$ cat src/hw/rtl/bupa_pkg.sv
`default_nettype none
package bupa_pkg;

	localparam int MAX_PATH_LEN_DEF = 200;
	localparam int MAX_COMMS_DEF    = 16;
	localparam int MAX_ECOMMS_DEF   = 4;

	// Widths cover the full parameter ranges.
	localparam int NC_W  = 7;
	localparam int NE_W  = 6;
	localparam int PL_W  = 8;
	localparam int TOT_W = 10;
	localparam int RAW_W = 11;

	localparam logic [RAW_W-1:0] OUT_CAP = 11'd512;

	localparam logic [7:0] FLAG_TRANS     = 8'h40;
	localparam logic [7:0] FLAG_TRANS_EXT = 8'h50;
	localparam logic [7:0] FLAG_OPT       = 8'hc0;
	localparam logic [7:0] FLAG_OPT_EXT   = 8'hd0;
	localparam logic [7:0] TYPE_AS_PATH   = 8'h02;
	localparam logic [7:0] SEG_SEQ        = 8'h02;
	localparam logic [7:0] TYPE_COMM      = 8'h08;
	localparam logic [7:0] TYPE_ECOMM     = 8'h10;
	localparam logic [31:0] ECOMM_PREFIX  = 32'h4003_0101;

	localparam logic [15:0] FILLER_BASE   = 16'd50;
	localparam logic [15:0] PATH_LOW_BASE = 16'd1000;
	localparam logic [15:0] PATH_LOW_WRAP = 16'd2000;
	localparam logic [15:0] COMM_BASE     = 16'd10000;
	localparam logic [15:0] COMM_LIMIT    = 16'd60000;
	localparam logic [15:0] ECOMM_LIMIT   = 16'd50000;

	localparam int FIFO_DEPTH = 2;

	typedef enum logic [2:0] {
		REG_PATH_LEN        = 3'd0,
		REG_LOCAL_ASN       = 3'd1,
		REG_PATH_LOW_START  = 3'd2,
		REG_PATH_HIGH_START = 3'd3,
		REG_COMM_HIGH_START = 3'd4,
		REG_COMM_LOW_START  = 3'd5
	} reg_idx_t;

	typedef struct packed {
		logic [4:0] comm_count;
		logic [2:0] ecomm_count;
	} in_t;

	typedef struct packed {
		logic [63:0]      word;
		logic [3:0]       byte_count;
		logic             last;
		logic [TOT_W-1:0] total_bytes;
	} out_t;

	typedef struct packed {
		logic        en;
		reg_idx_t    idx;
		logic [15:0] data;
	} cfg_wr_t;

	typedef struct packed {
		logic [7:0]  path_len;
		logic [15:0] local_asn;
		logic [10:0] path_low_start;
		logic [15:0] path_high_start;
		logic [15:0] comm_high_start;
		logic [15:0] comm_low_start;
	} cfg_regs_t;

	typedef struct packed {
		logic [NC_W-1:0]  nc;
		logic [NE_W-1:0]  ne;
		logic [PL_W-1:0]  pl;
		logic [15:0]      local_asn;
		logic [15:0]      plow;
		logic [15:0]      phigh;
		logic [15:0]      chigh;
		logic [15:0]      clow;
		logic [TOT_W-1:0] total;
	} desc_t;

	// One community counter step: returns {high, low}.
	function automatic logic [31:0] comm_step(input logic [15:0] high, input logic [15:0] low,
		input logic [15:0] limit);
		logic [16:0] nxt;
		nxt = {1'b0, low} + 17'd1;
		if (nxt > {1'b0, limit})
			return {high + 16'd1, COMM_BASE};
		else
			return {high, nxt[15:0]};
	endfunction

endpackage
`default_nettype wire

$ cat src/hw/rtl/bupa_fifo.sv
`default_nettype none
module bupa_fifo (
	input  wire logic           clk,
	input  wire logic           arst_n,
	input  wire logic           push,
	input  bupa_pkg::desc_t     push_data,
	output logic                full,
	input  wire logic           pop,
	output bupa_pkg::desc_t     pop_data,
	output logic                not_empty
);
	import bupa_pkg::*;

	localparam int PTR_W = (FIFO_DEPTH > 1) ? $clog2(FIFO_DEPTH) : 1;
	localparam int CNT_W = $clog2(FIFO_DEPTH + 1);

	desc_t             mem_q [FIFO_DEPTH];
	logic [PTR_W-1:0]  wr_ptr_q, rd_ptr_q;
	logic [CNT_W-1:0]  cnt_q;

	assign full      = cnt_q == CNT_W'(FIFO_DEPTH);
	assign not_empty = cnt_q != '0;
	assign pop_data  = mem_q[rd_ptr_q];

	always_ff @(posedge clk) begin
		if (push)
			mem_q[wr_ptr_q] <= push_data;
	end

	always_ff @(posedge clk or negedge arst_n) begin
		if (!arst_n) begin
			wr_ptr_q <= '0;
			rd_ptr_q <= '0;
			cnt_q    <= '0;
		end else begin
			if (push)
				wr_ptr_q <= (wr_ptr_q == PTR_W'(FIFO_DEPTH - 1)) ? '0 : wr_ptr_q + 1'b1;
			if (pop)
				rd_ptr_q <= (rd_ptr_q == PTR_W'(FIFO_DEPTH - 1)) ? '0 : rd_ptr_q + 1'b1;
			if (push && !pop)
				cnt_q <= cnt_q + 1'b1;
			else if (pop && !push)
				cnt_q <= cnt_q - 1'b1;
		end
	end

endmodule
`default_nettype wire

$ cat src/hw/rtl/bupa_front.sv
`default_nettype none
module bupa_front #(
	parameter int MAX_PATH_LEN = bupa_pkg::MAX_PATH_LEN_DEF,
	parameter int MAX_COMMS    = bupa_pkg::MAX_COMMS_DEF,
	parameter int MAX_ECOMMS   = bupa_pkg::MAX_ECOMMS_DEF
) (
	input  wire logic            clk,
	input  wire logic            arst_n,
	input  bupa_pkg::cfg_wr_t    cfg_wr,
	output bupa_pkg::cfg_regs_t  cfg_regs,
	input  wire logic            in_valid,
	output logic                 in_ready,
	input  bupa_pkg::in_t        in_data,
	output logic                 push,
	output bupa_pkg::desc_t      push_data,
	input  wire logic            full
);
	import bupa_pkg::*;

	cfg_regs_t        cfg_q;
	logic [15:0]      plow_q, phigh_q, chigh_q, clow_q;
	logic             busy_q;
	logic [NC_W-1:0]  rem_c_q;
	logic [NE_W-1:0]  rem_e_q;

	logic [NC_W-1:0]  nc;
	logic [NE_W-1:0]  ne;
	logic [PL_W-1:0]  pl;
	logic [RAW_W-1:0] plen, pbytes, clen, cbytes, elen, ebytes, raw_total;
	logic [15:0]      plow_nxt;
	logic [31:0]      step;
	logic             finishing;

	assign cfg_regs = cfg_q;
	assign in_ready = !busy_q && !full;
	assign push     = in_valid && in_ready;

	// Clamp the request and the path length.
	always_comb begin
		nc = NC_W'(in_data.comm_count);
		if (nc > NC_W'(MAX_COMMS))
			nc = NC_W'(MAX_COMMS);
		ne = NE_W'(in_data.ecomm_count);
		if (ne > NE_W'(MAX_ECOMMS))
			ne = NE_W'(MAX_ECOMMS);
		pl = cfg_q.path_len;
		if (pl < 8'd3)
			pl = 8'd3;
		if (pl > PL_W'(MAX_PATH_LEN))
			pl = PL_W'(MAX_PATH_LEN);
	end

	// Image length: each attribute header is 3 bytes, 4 with a 2-byte length.
	always_comb begin
		plen   = RAW_W'({pl, 1'b0}) + 11'd2;
		pbytes = plen + ((plen > 11'd255) ? 11'd4 : 11'd3);
		clen   = RAW_W'(nc) << 2;
		cbytes = (nc == '0) ? '0 : clen + ((clen > 11'd255) ? 11'd4 : 11'd3);
		elen   = RAW_W'(ne) << 3;
		ebytes = (ne == '0) ? '0 : elen + ((elen > 11'd255) ? 11'd4 : 11'd3);
		raw_total = pbytes + cbytes + ebytes;
	end

	always_comb begin
		push_data.nc        = nc;
		push_data.ne        = ne;
		push_data.pl        = pl;
		push_data.local_asn = cfg_q.local_asn;
		push_data.plow      = plow_q;
		push_data.phigh     = phigh_q;
		push_data.chigh     = chigh_q;
		push_data.clow      = clow_q;
		push_data.total     = (raw_total > OUT_CAP) ? TOT_W'(OUT_CAP) : raw_total[TOT_W-1:0];
	end

	assign plow_nxt  = plow_q + 16'd1;
	assign step      = comm_step(chigh_q, clow_q, (rem_c_q != '0) ? COMM_LIMIT : ECOMM_LIMIT);
	assign finishing = (rem_c_q == NC_W'(1) && rem_e_q == '0) ||
		(rem_c_q == '0 && rem_e_q == NE_W'(1));

	always_ff @(posedge clk or negedge arst_n) begin
		if (!arst_n) begin
			cfg_q.path_len        <= 8'd3;
			cfg_q.local_asn       <= '0;
			cfg_q.path_low_start  <= 11'd1000;
			cfg_q.path_high_start <= '0;
			cfg_q.comm_high_start <= '0;
			cfg_q.comm_low_start  <= COMM_BASE;
			plow_q  <= PATH_LOW_BASE;
			phigh_q <= '0;
			chigh_q <= '0;
			clow_q  <= COMM_BASE;
			busy_q  <= 1'b0;
			rem_c_q <= '0;
			rem_e_q <= '0;
		end else begin
			if (cfg_wr.en) begin
				case (cfg_wr.idx)
					REG_PATH_LEN: cfg_q.path_len <= cfg_wr.data[7:0];
					REG_LOCAL_ASN: cfg_q.local_asn <= cfg_wr.data;
					REG_PATH_LOW_START: begin
						cfg_q.path_low_start <= cfg_wr.data[10:0];
						plow_q <= {5'd0, cfg_wr.data[10:0]};
					end
					REG_PATH_HIGH_START: begin
						cfg_q.path_high_start <= cfg_wr.data;
						phigh_q <= cfg_wr.data;
					end
					REG_COMM_HIGH_START: begin
						cfg_q.comm_high_start <= cfg_wr.data;
						chigh_q <= cfg_wr.data;
					end
					REG_COMM_LOW_START: begin
						cfg_q.comm_low_start <= cfg_wr.data;
						clow_q <= cfg_wr.data;
					end
					default: ;
				endcase
			end
			if (push) begin
				// Advance the path pair once per request.
				if (plow_nxt >= PATH_LOW_WRAP) begin
					plow_q  <= PATH_LOW_BASE;
					phigh_q <= phigh_q + 16'd1;
				end else begin
					plow_q <= plow_nxt;
				end
				rem_c_q <= nc;
				rem_e_q <= ne;
				busy_q  <= (nc != '0) || (ne != '0);
			end else if (busy_q) begin
				// Step the community pair once per community or extended community.
				chigh_q <= step[31:16];
				clow_q  <= step[15:0];
				if (rem_c_q != '0)
					rem_c_q <= rem_c_q - 1'b1;
				else
					rem_e_q <= rem_e_q - 1'b1;
				if (finishing)
					busy_q <= 1'b0;
			end
		end
	end

endmodule
`default_nettype wire

$ cat src/hw/rtl/bupa_back.sv
`default_nettype none
module bupa_back (
	input  wire logic        clk,
	input  wire logic        arst_n,
	input  wire logic        pop_valid,
	output logic             pop,
	input  bupa_pkg::desc_t  desc,
	output logic             out_valid,
	input  wire logic        out_ready,
	output bupa_pkg::out_t   out_data
);
	import bupa_pkg::*;

	typedef enum logic [6:0] {
		ST_IDLE      = 7'b0000001,
		ST_PATH_HDR  = 7'b0000010,
		ST_PATH_ASN  = 7'b0000100,
		ST_COMM_HDR  = 7'b0001000,
		ST_COMM      = 7'b0010000,
		ST_ECOMM_HDR = 7'b0100000,
		ST_ECOMM     = 7'b1000000
	} st_t;

	st_t              st_q, nxt_st;
	desc_t            d_q;
	logic [2:0]       sub_q;
	logic [7:0]       idx_q;
	logic [15:0]      ch_q, cl_q;
	logic [TOT_W-1:0] pos_q;
	logic [63:0]      acc_q, acc_new;
	logic [2:0]       acc_n_q;
	logic [3:0]       acc_n_new;
	out_t             out_q;
	logic             out_valid_q;

	logic [15:0] plen, clen, elen, asn;
	logic        p_ext, c_ext, e_ext;
	logic [2:0]  p_hn, c_hn, e_hn;
	logic [7:0]  cur_byte;
	logic        seg_end, entry_end, adv, img_last, flush;
	logic [31:0] step;
	st_t         after_path, after_comm;

	function automatic logic [7:0] hdr_byte(input logic [7:0] flags, input logic [7:0] typ,
		input logic [15:0] len, input logic ext, input logic [2:0] k);
		logic [7:0] b;
		case (k)
			3'd0: b = flags;
			3'd1: b = typ;
			3'd2: b = ext ? len[15:8] : len[7:0];
			3'd3: b = len[7:0];
			default: b = 8'h00;
		endcase
		return b;
	endfunction

	assign pop       = (st_q == ST_IDLE) && pop_valid;
	assign adv       = (st_q != ST_IDLE) && (!out_valid_q || out_ready);
	assign img_last  = (pos_q + 10'd1) == d_q.total;
	assign acc_n_new = {1'b0, acc_n_q} + 4'd1;
	assign flush     = (acc_n_new == 4'd8) || img_last;
	assign acc_new   = acc_q | ({56'd0, cur_byte} << {3'(3'd7 - acc_n_q), 3'b000});
	assign out_valid = out_valid_q;
	assign out_data  = out_q;

	always_comb begin
		plen  = 16'({d_q.pl, 1'b0}) + 16'd2;
		clen  = 16'(d_q.nc) << 2;
		elen  = 16'(d_q.ne) << 3;
		p_ext = plen > 16'd255;
		c_ext = clen > 16'd255;
		e_ext = elen > 16'd255;
		p_hn  = p_ext ? 3'd4 : 3'd3;
		c_hn  = c_ext ? 3'd4 : 3'd3;
		e_hn  = e_ext ? 3'd4 : 3'd3;
		after_comm = (d_q.ne != '0) ? ST_ECOMM_HDR : ST_IDLE;
		after_path = (d_q.nc != '0) ? ST_COMM_HDR : after_comm;
		if (idx_q == 8'd0)
			asn = d_q.local_asn;
		else if (idx_q == 8'(d_q.pl - 8'd1))
			asn = d_q.phigh;
		else if (idx_q == 8'(d_q.pl - 8'd2))
			asn = d_q.plow;
		else
			asn = FILLER_BASE + 16'(idx_q) - 16'd1;
	end

	always_comb begin
		cur_byte  = 8'h00;
		seg_end   = 1'b0;
		entry_end = 1'b0;
		nxt_st    = ST_IDLE;
		case (st_q)
			ST_PATH_HDR: begin
				if (sub_q < p_hn)
					cur_byte = hdr_byte(p_ext ? FLAG_TRANS_EXT : FLAG_TRANS, TYPE_AS_PATH,
						plen, p_ext, sub_q);
				else if (sub_q == p_hn)
					cur_byte = SEG_SEQ;
				else
					cur_byte = d_q.pl;
				seg_end = sub_q == 3'(p_hn + 3'd1);
				nxt_st  = ST_PATH_ASN;
			end
			ST_PATH_ASN: begin
				cur_byte  = sub_q[0] ? asn[7:0] : asn[15:8];
				entry_end = sub_q[0];
				seg_end   = sub_q[0] && (idx_q == 8'(d_q.pl - 8'd1));
				nxt_st    = after_path;
			end
			ST_COMM_HDR: begin
				cur_byte = hdr_byte(c_ext ? FLAG_OPT_EXT : FLAG_OPT, TYPE_COMM, clen, c_ext,
					sub_q);
				seg_end  = sub_q == 3'(c_hn - 3'd1);
				nxt_st   = ST_COMM;
			end
			ST_COMM: begin
				case (sub_q[1:0])
					2'd0: cur_byte = ch_q[15:8];
					2'd1: cur_byte = ch_q[7:0];
					2'd2: cur_byte = cl_q[15:8];
					default: cur_byte = cl_q[7:0];
				endcase
				entry_end = sub_q[1:0] == 2'd3;
				seg_end   = entry_end && (idx_q == 8'(d_q.nc - 1'b1));
				nxt_st    = after_comm;
			end
			ST_ECOMM_HDR: begin
				cur_byte = hdr_byte(e_ext ? FLAG_OPT_EXT : FLAG_OPT, TYPE_ECOMM, elen, e_ext,
					sub_q);
				seg_end  = sub_q == 3'(e_hn - 3'd1);
				nxt_st   = ST_ECOMM;
			end
			ST_ECOMM: begin
				if (!sub_q[2])
					cur_byte = ECOMM_PREFIX[{2'(2'd3 - sub_q[1:0]), 3'b000} +: 8];
				else begin
					case (sub_q[1:0])
						2'd0: cur_byte = ch_q[15:8];
						2'd1: cur_byte = ch_q[7:0];
						2'd2: cur_byte = cl_q[15:8];
						default: cur_byte = cl_q[7:0];
					endcase
				end
				entry_end = sub_q == 3'd7;
				seg_end   = entry_end && (idx_q == 8'(d_q.ne - 1'b1));
				nxt_st    = ST_IDLE;
			end
			default: ;
		endcase
	end

	assign step = comm_step(ch_q, cl_q, (st_q == ST_COMM) ? COMM_LIMIT : ECOMM_LIMIT);

	always_ff @(posedge clk) begin
		if (pop)
			d_q <= desc;
		if (pop) begin
			ch_q <= desc.chigh;
			cl_q <= desc.clow;
		end else if (adv && entry_end && (st_q == ST_COMM || st_q == ST_ECOMM)) begin
			ch_q <= step[31:16];
			cl_q <= step[15:0];
		end
		if (adv && flush) begin
			out_q.word        <= acc_new;
			out_q.byte_count  <= acc_n_new;
			out_q.last        <= img_last;
			out_q.total_bytes <= img_last ? d_q.total : '0;
		end
		if (pop || (adv && flush))
			acc_q <= '0;
		else if (adv)
			acc_q <= acc_new;
	end

	always_ff @(posedge clk or negedge arst_n) begin
		if (!arst_n) begin
			st_q        <= ST_IDLE;
			sub_q       <= '0;
			idx_q       <= '0;
			pos_q       <= '0;
			acc_n_q     <= '0;
			out_valid_q <= 1'b0;
		end else begin
			if (adv && flush)
				out_valid_q <= 1'b1;
			else if (out_ready)
				out_valid_q <= 1'b0;

			if (pop) begin
				st_q    <= ST_PATH_HDR;
				sub_q   <= '0;
				idx_q   <= '0;
				pos_q   <= '0;
				acc_n_q <= '0;
			end else if (adv) begin
				pos_q   <= pos_q + 10'd1;
				acc_n_q <= flush ? 3'd0 : acc_n_new[2:0];
				if (img_last) begin
					st_q <= ST_IDLE;
				end else if (seg_end) begin
					st_q  <= nxt_st;
					sub_q <= '0;
					idx_q <= '0;
				end else if (entry_end) begin
					sub_q <= '0;
					idx_q <= idx_q + 8'd1;
				end else begin
					sub_q <= sub_q + 3'd1;
				end
			end
		end
	end

endmodule
`default_nettype wire

$ cat src/hw/rtl/bgp_unique_path_attr_generator.sv
// The byte sequencer emits one image byte per cycle unless the output register is stalled;
// the front stays busy stepping the community counters once per community and extended
// community, and takes no new request until it is done.
// Reset (arst_n low): counters and registers take their start values, queue and output
// register empty; no memory needs clearing.
`default_nettype none
module bgp_unique_path_attr_generator #(
	parameter int MAX_PATH_LEN = bupa_pkg::MAX_PATH_LEN_DEF,
	parameter int MAX_COMMS    = bupa_pkg::MAX_COMMS_DEF,
	parameter int MAX_ECOMMS   = bupa_pkg::MAX_ECOMMS_DEF
) (
	input  wire logic         clk,
	input  wire logic         arst_n,
	// Request channel
	input  wire logic         in_valid,
	output logic              in_ready,
	input  bupa_pkg::in_t     in_data,
	// Result channel
	output logic              out_valid,
	input  wire logic         out_ready,
	output bupa_pkg::out_t    out_data,
	// Register port
	input  wire logic         psel,
	input  wire logic         penable,
	input  wire logic         pwrite,
	input  wire logic [4:0]   paddr,
	input  wire logic [31:0]  pwdata,
	output logic [31:0]       prdata,
	output logic              pready
);
	import bupa_pkg::*;

	cfg_wr_t   cfg_wr;
	cfg_regs_t cfg_regs;
	desc_t     push_data, pop_data;
	logic      push, full, pop, not_empty;
	reg_idx_t  rd_idx;

	// Registers sit on word addresses; write in the access phase.
	assign pready      = 1'b1;
	assign cfg_wr.en   = psel && penable && pwrite;
	assign cfg_wr.idx  = reg_idx_t'(paddr[4:2]);
	assign cfg_wr.data = pwdata[15:0];
	assign rd_idx      = reg_idx_t'(paddr[4:2]);

	always_comb begin
		case (rd_idx)
			REG_PATH_LEN:        prdata = {24'd0, cfg_regs.path_len};
			REG_LOCAL_ASN:       prdata = {16'd0, cfg_regs.local_asn};
			REG_PATH_LOW_START:  prdata = {21'd0, cfg_regs.path_low_start};
			REG_PATH_HIGH_START: prdata = {16'd0, cfg_regs.path_high_start};
			REG_COMM_HIGH_START: prdata = {16'd0, cfg_regs.comm_high_start};
			REG_COMM_LOW_START:  prdata = {16'd0, cfg_regs.comm_low_start};
			default:             prdata = '0;
		endcase
	end

	// Front: clamp the request, size the image, snapshot and advance the counters.
	bupa_front #(
		.MAX_PATH_LEN (MAX_PATH_LEN),
		.MAX_COMMS    (MAX_COMMS),
		.MAX_ECOMMS   (MAX_ECOMMS)
	) u_front (
		.clk       (clk),
		.arst_n    (arst_n),
		.cfg_wr    (cfg_wr),
		.cfg_regs  (cfg_regs),
		.in_valid  (in_valid),
		.in_ready  (in_ready),
		.in_data   (in_data),
		.push      (push),
		.push_data (push_data),
		.full      (full)
	);

	// Hold image descriptors so the front can take the next item early.
	bupa_fifo u_fifo (
		.clk       (clk),
		.arst_n    (arst_n),
		.push      (push),
		.push_data (push_data),
		.full      (full),
		.pop       (pop),
		.pop_data  (pop_data),
		.not_empty (not_empty)
	);

	// Back: walk the image byte by byte and pack words into the output register.
	bupa_back u_back (
		.clk       (clk),
		.arst_n    (arst_n),
		.pop_valid (not_empty),
		.pop       (pop),
		.desc      (pop_data),
		.out_valid (out_valid),
		.out_ready (out_ready),
		.out_data  (out_data)
	);

endmodule
`default_nettype wire

$ cat config.mk
export PLATFORM = sky130hd
export DESIGN_NAME = bgp_unique_path_attr_generator
export DESIGN_NICKNAME = d
export VERILOG_FILES = /design/src/hw/rtl/bupa_pkg.sv /design/src/hw/rtl/bupa_fifo.sv /design/src/hw/rtl/bupa_front.sv /design/src/hw/rtl/bupa_back.sv /design/src/hw/rtl/bgp_unique_path_attr_generator.sv
export SDC_FILE = /design/constraint.sdc
export NUM_CORES = 1
export LEC_CHECK = 0
export BUFFER_PORTS_ARGS = -buffer_cell sky130_fd_sc_hd__buf_2
export CORE_MARGIN = 5
export CORE_UTILIZATION = 65
export DETAILED_ROUTE_END_ITERATION = 10
export GPL_TIMING_DRIVEN = 1
export PLACE_DENSITY = 0.84
export SKIP_LAST_GASP = 1
export SYNTH_ARGS = -nofsm -noshare
export SYNTH_HDL_FRONTEND = slang
export SYNTH_HIERARCHICAL = 1
export SYNTH_SLANG_ARGS = --single-unit
$ cat constraint.sdc
create_clock -name clk -period 18.5 [get_ports clk]
set_clock_uncertainty 0.1 [all_clocks]
set_input_delay 5.55 -clock clk [delete_from_list [all_inputs] [get_ports clk]]
set_output_delay 5.55 -clock clk [all_outputs]
set_load 0.05 [all_outputs]
==> flow_summary.ini <==
[placed_design]
dp_hpwl_um = 57680
place_congestion = 0.9665
dpl_worst_slack_ns = 5.557
port_buffers = 130

[timing]
fmax_mhz = 77.00
worst-slew-pin-transition_ns = 1.281
layout_worst_path_cycle_share_pct = 70.20
slew_viol_final = 0
layout_min_cycle_time_ns = 12.99
finalSetupTns_ns = 0
finish_stage_setup_viols = 0
grt_setup_unrepaired = no
hold_slack_final_ns = 0.3612
report.final.hold_viol_count = 0
slew_headroom_pct = 13.94
setup_ws_ns = 5.513

[grt]
maximum_number_of_pins_on_one_net_before_global_route_repair = 80
top_usage_layer = met2
grt_use_met2_pct = 48.65
grt_usage_pct = 29.70
gr-total-overflow = 0
antenna_found_initial = 0
gr-usage-met3_pct = 4.338
met1_usage_pct = 39.81
grt_pass1_vias = 23624
grt_pass1_wl_um = 133000

[setup_path]
timing.setup.critical_path_class = input port to primary output
critPathLaunchType = input port
worstRegToRegCells = 16
worst-endpoint-arrival_ns = 7.34
critPathRequiredTime_ns = 12.85
reg2reg_slack_ns = 13.19
worstReg2RegEnd = u_fifo/mem_q[0][0]$_DFFE_PP_
crit_path_max_fanout = 40
crit_path_end_kind = primary output
r2r-start = u_front/cfg_regs[82]$_DFFE_PN0P_

[layout]
syn_to_final_growth_pct = 9.007
num-nets-final = 3018
final.fill_count = 3426
diodes = 0
drive_gt1_share_pct = 17.36

[synthesis]
yosysSeqAreaShare_pct = 55.88
synth.lib_cells_used.distinct = 121
synth-main-ff-cell = sky130_fd_sc_hd__edfxtp_1
ys_ff_latch = 673
synthDominantCellAreaShare_pct = 37.14
mappedNetlistArea_um2 = 33310
synth_enable_flop_cells = 412
post_synth_most_frequent_cells = sky130_fd_sc_hd__edfxtp_1, sky130_fd_sc_hd__nand2_1, sky130_fd_sc_hd__dfrtp_1
yosys_warnings = 6
postSynth.asyncResetShare_pct = 29.27
synth_most_common_cell = sky130_fd_sc_hd__edfxtp_1
post_synth.cell_area_avg_um2 = 11.66
synthDominantAreaCellType = sky130_fd_sc_hd__edfxtp_1
netlist_top_cells_area = sky130_fd_sc_hd__edfxtp_1, sky130_fd_sc_hd__dfrtp_1, sky130_fd_sc_hd__mux2_2
syn-instance-count = 2856

[die]
placementRows = 83
die_height_um = 236.4
io_pins = 166
fp.dieArea_um2 = 55880
die_w_um = 236.4
initial_core_util_pct = 65.20
design.core.area_um2 = 51090

[power_and_ir_drop]
switchingPower_uw = 1187
p_sw_share_pct = 30.21
power_leakage_uw = 0.01426
internal_power_uw = 2742
vdd.ir_drop.worst_mv = 0.1027
clock_network_power_share_pct = 35.9
comb_power_share_pct = 17.1
power.sequential.fraction_pct = 47.0
power_density_nw_per_um2 = 108.2

[clock_network]
cts.sinks = 673
cts_tree = built
htree_levels = 3
worstSkewPairLatency_ns = 0.61
post-cts-setup-buffer-count = 0
number_of_cts_inserted_buffers = 70
path_clk_slew_ns = 0.06
post_cts.resized_instances = 0
cts_root_buffer = sky130_fd_sc_hd__clkbuf_16
clock_tree.buffer_depth = 3
cts_hold_buf = 0

[hold_path]
min_path_type = flop to flop
min-delay-start = u_back/acc_q[1]$_SDFFE_PP0P_
hold-path-endpoint = u_back/acc_q[1]$_SDFFE_PP0P_
min_path_cells = 1

[routing]
detail_route.vias_per_cell = 6.603
drcViolationCount = 0
drt-initial-drc-count = 2950
final_antenna_net_count = 0
via_count = 24036
post_drt_wl_per_cell_um = 23.27
detailedRoute.firstPassIterationCount = 6
totalWireLength_um = 84690

[job]
cap_violations = 0

[status]
outcome = finished clean
==> through the flow <==
| step | instance area, um2 | instances | total power [uW] | utilization (%) |
|---|---|---|---|---|
| after floorplan | 33380 | 2875 | 2333 | - |
| after global placement | 33980 | 3510 | 2489 | 66.51 |
| after detailed placement | 33980 | 3510 | 2521 | 66.51 |
| after CTS | 36310 | 3640 | 3933 | 71.07 |
| after global routing | 36310 | 3640 | 4087 | 71.07 |
| final | 36310 | 3640 | 3929 | 71.07 |
==> layout by cell type (no fill, tap or decap), drive strengths merged, types with 28 or more instances in the layout <==
cell | Yosys | layout
a211oi | 39 | 39
a21o | 60 | 60
a21oi | 106 | 106
a22o | 46 | 46
a31oi | 28 | 28
and2 | 41 | 41
and3 | 51 | 51
buf | 109 | 151
clkbuf | 88 | 88
dfrtp | 172 | 172
dfxtp | 64 | 64
edfxtp | 412 | 412
ha | 57 | 57
inv | 97 | 106
mux2 | 160 | 160
mux2i | 41 | 41
nand2 | 264 | 264
nand2b | 35 | 35
nand3 | 104 | 104
nand4 | 38 | 38
nor2 | 169 | 169
nor3 | 68 | 68
o21ai | 96 | 96
xnor2 | 60 | 60
xor2 | 60 | 60
==> critical path: stages <==
cell and delay (ns):
sky130_fd_sc_hd__buf_2 0.73, sky130_fd_sc_hd__mux2_2 0.43, sky130_fd_sc_hd__a221oi_2 0.26, sky130_fd_sc_hd__a21oi_1 0.09
sky130_fd_sc_hd__buf_2 0.26
==> cells by family after synthesis <==
family                   synth area share [%]
buffers and inverters                   4.406
flip-flops                              55.88
XOR/XNOR                                3.223
multiplexers                            6.836
adder cells (fa/ha/maj)                 2.562
AO/OA/AOI/OAI                           13.57
other                                 0.03380
AND/OR/NAND/NOR                         13.50
==> registers in the layout, summed over array words and instances, names as in the netlist, 8 cells and up <==
register and flops:
u_back/idx_q 8, u_back/cl_q 16, u_front/clow_q 16, u_back/acc_q 64, u_front/plow_q 16, u_back/ch_q 16, u_front/cfg_regs 83, u_back/out_data 79
u_back/pos_q 10, u_front/phigh_q 16, u_back/d_q 72, u_fifo/mem_q 222, u_front/chigh_q 16
==> how the worst max path moves through the flow <==
stage	start	endpoint	slack (ns)
finish	paddr[2]	prdata[9]	5.51
global route	paddr[2]	prdata[9]	5.47
CTS	paddr[2]	prdata[9]	5.55
detailed placement	paddr[2]	prdata[9]	5.56
global placement	paddr[2]	prdata[9]	5.58
floorplan	paddr[4]	prdata[3]	5.75
==> cell type report <==
class	instances	area, um2	area share (%)
Clock buffer	87	1898	5.227
Clock inverter	43	430.4	1.185
Inverter	99	374.1	1.030
Multi-Input combinational cell	1906	13320	36.67
Sequential cell	673	18620	51.27
Tap cell	680	850.8	2.343
Timing Repair Buffer	152	824.5	2.271
==> metal layers <==
layer | wire (um) | share of wire (%) | vias up
li1 | - | - | 10683
met1 | 33000 | 39 | 11704
met2 | 40640 | 48 | 1389
met3 | 6963 | 8.2 | 260
met4 | 4083 | 4.8 | 0
met5 | 0 | 0 | -
==> power by group through the flow <==
stage	Clock (uW)	Combinational (uW)	Sequential [uW]
2_1_floorplan	0	475	1860
3_3_place_gp	0	628	1860
3_5_place_dp	0	652	1870
4_1_cts	1430	661	1840
5_1_grt	1500	727	1860
6_report	1410	671	1850
Note: power is estimated with default switching activity, not from simulation.
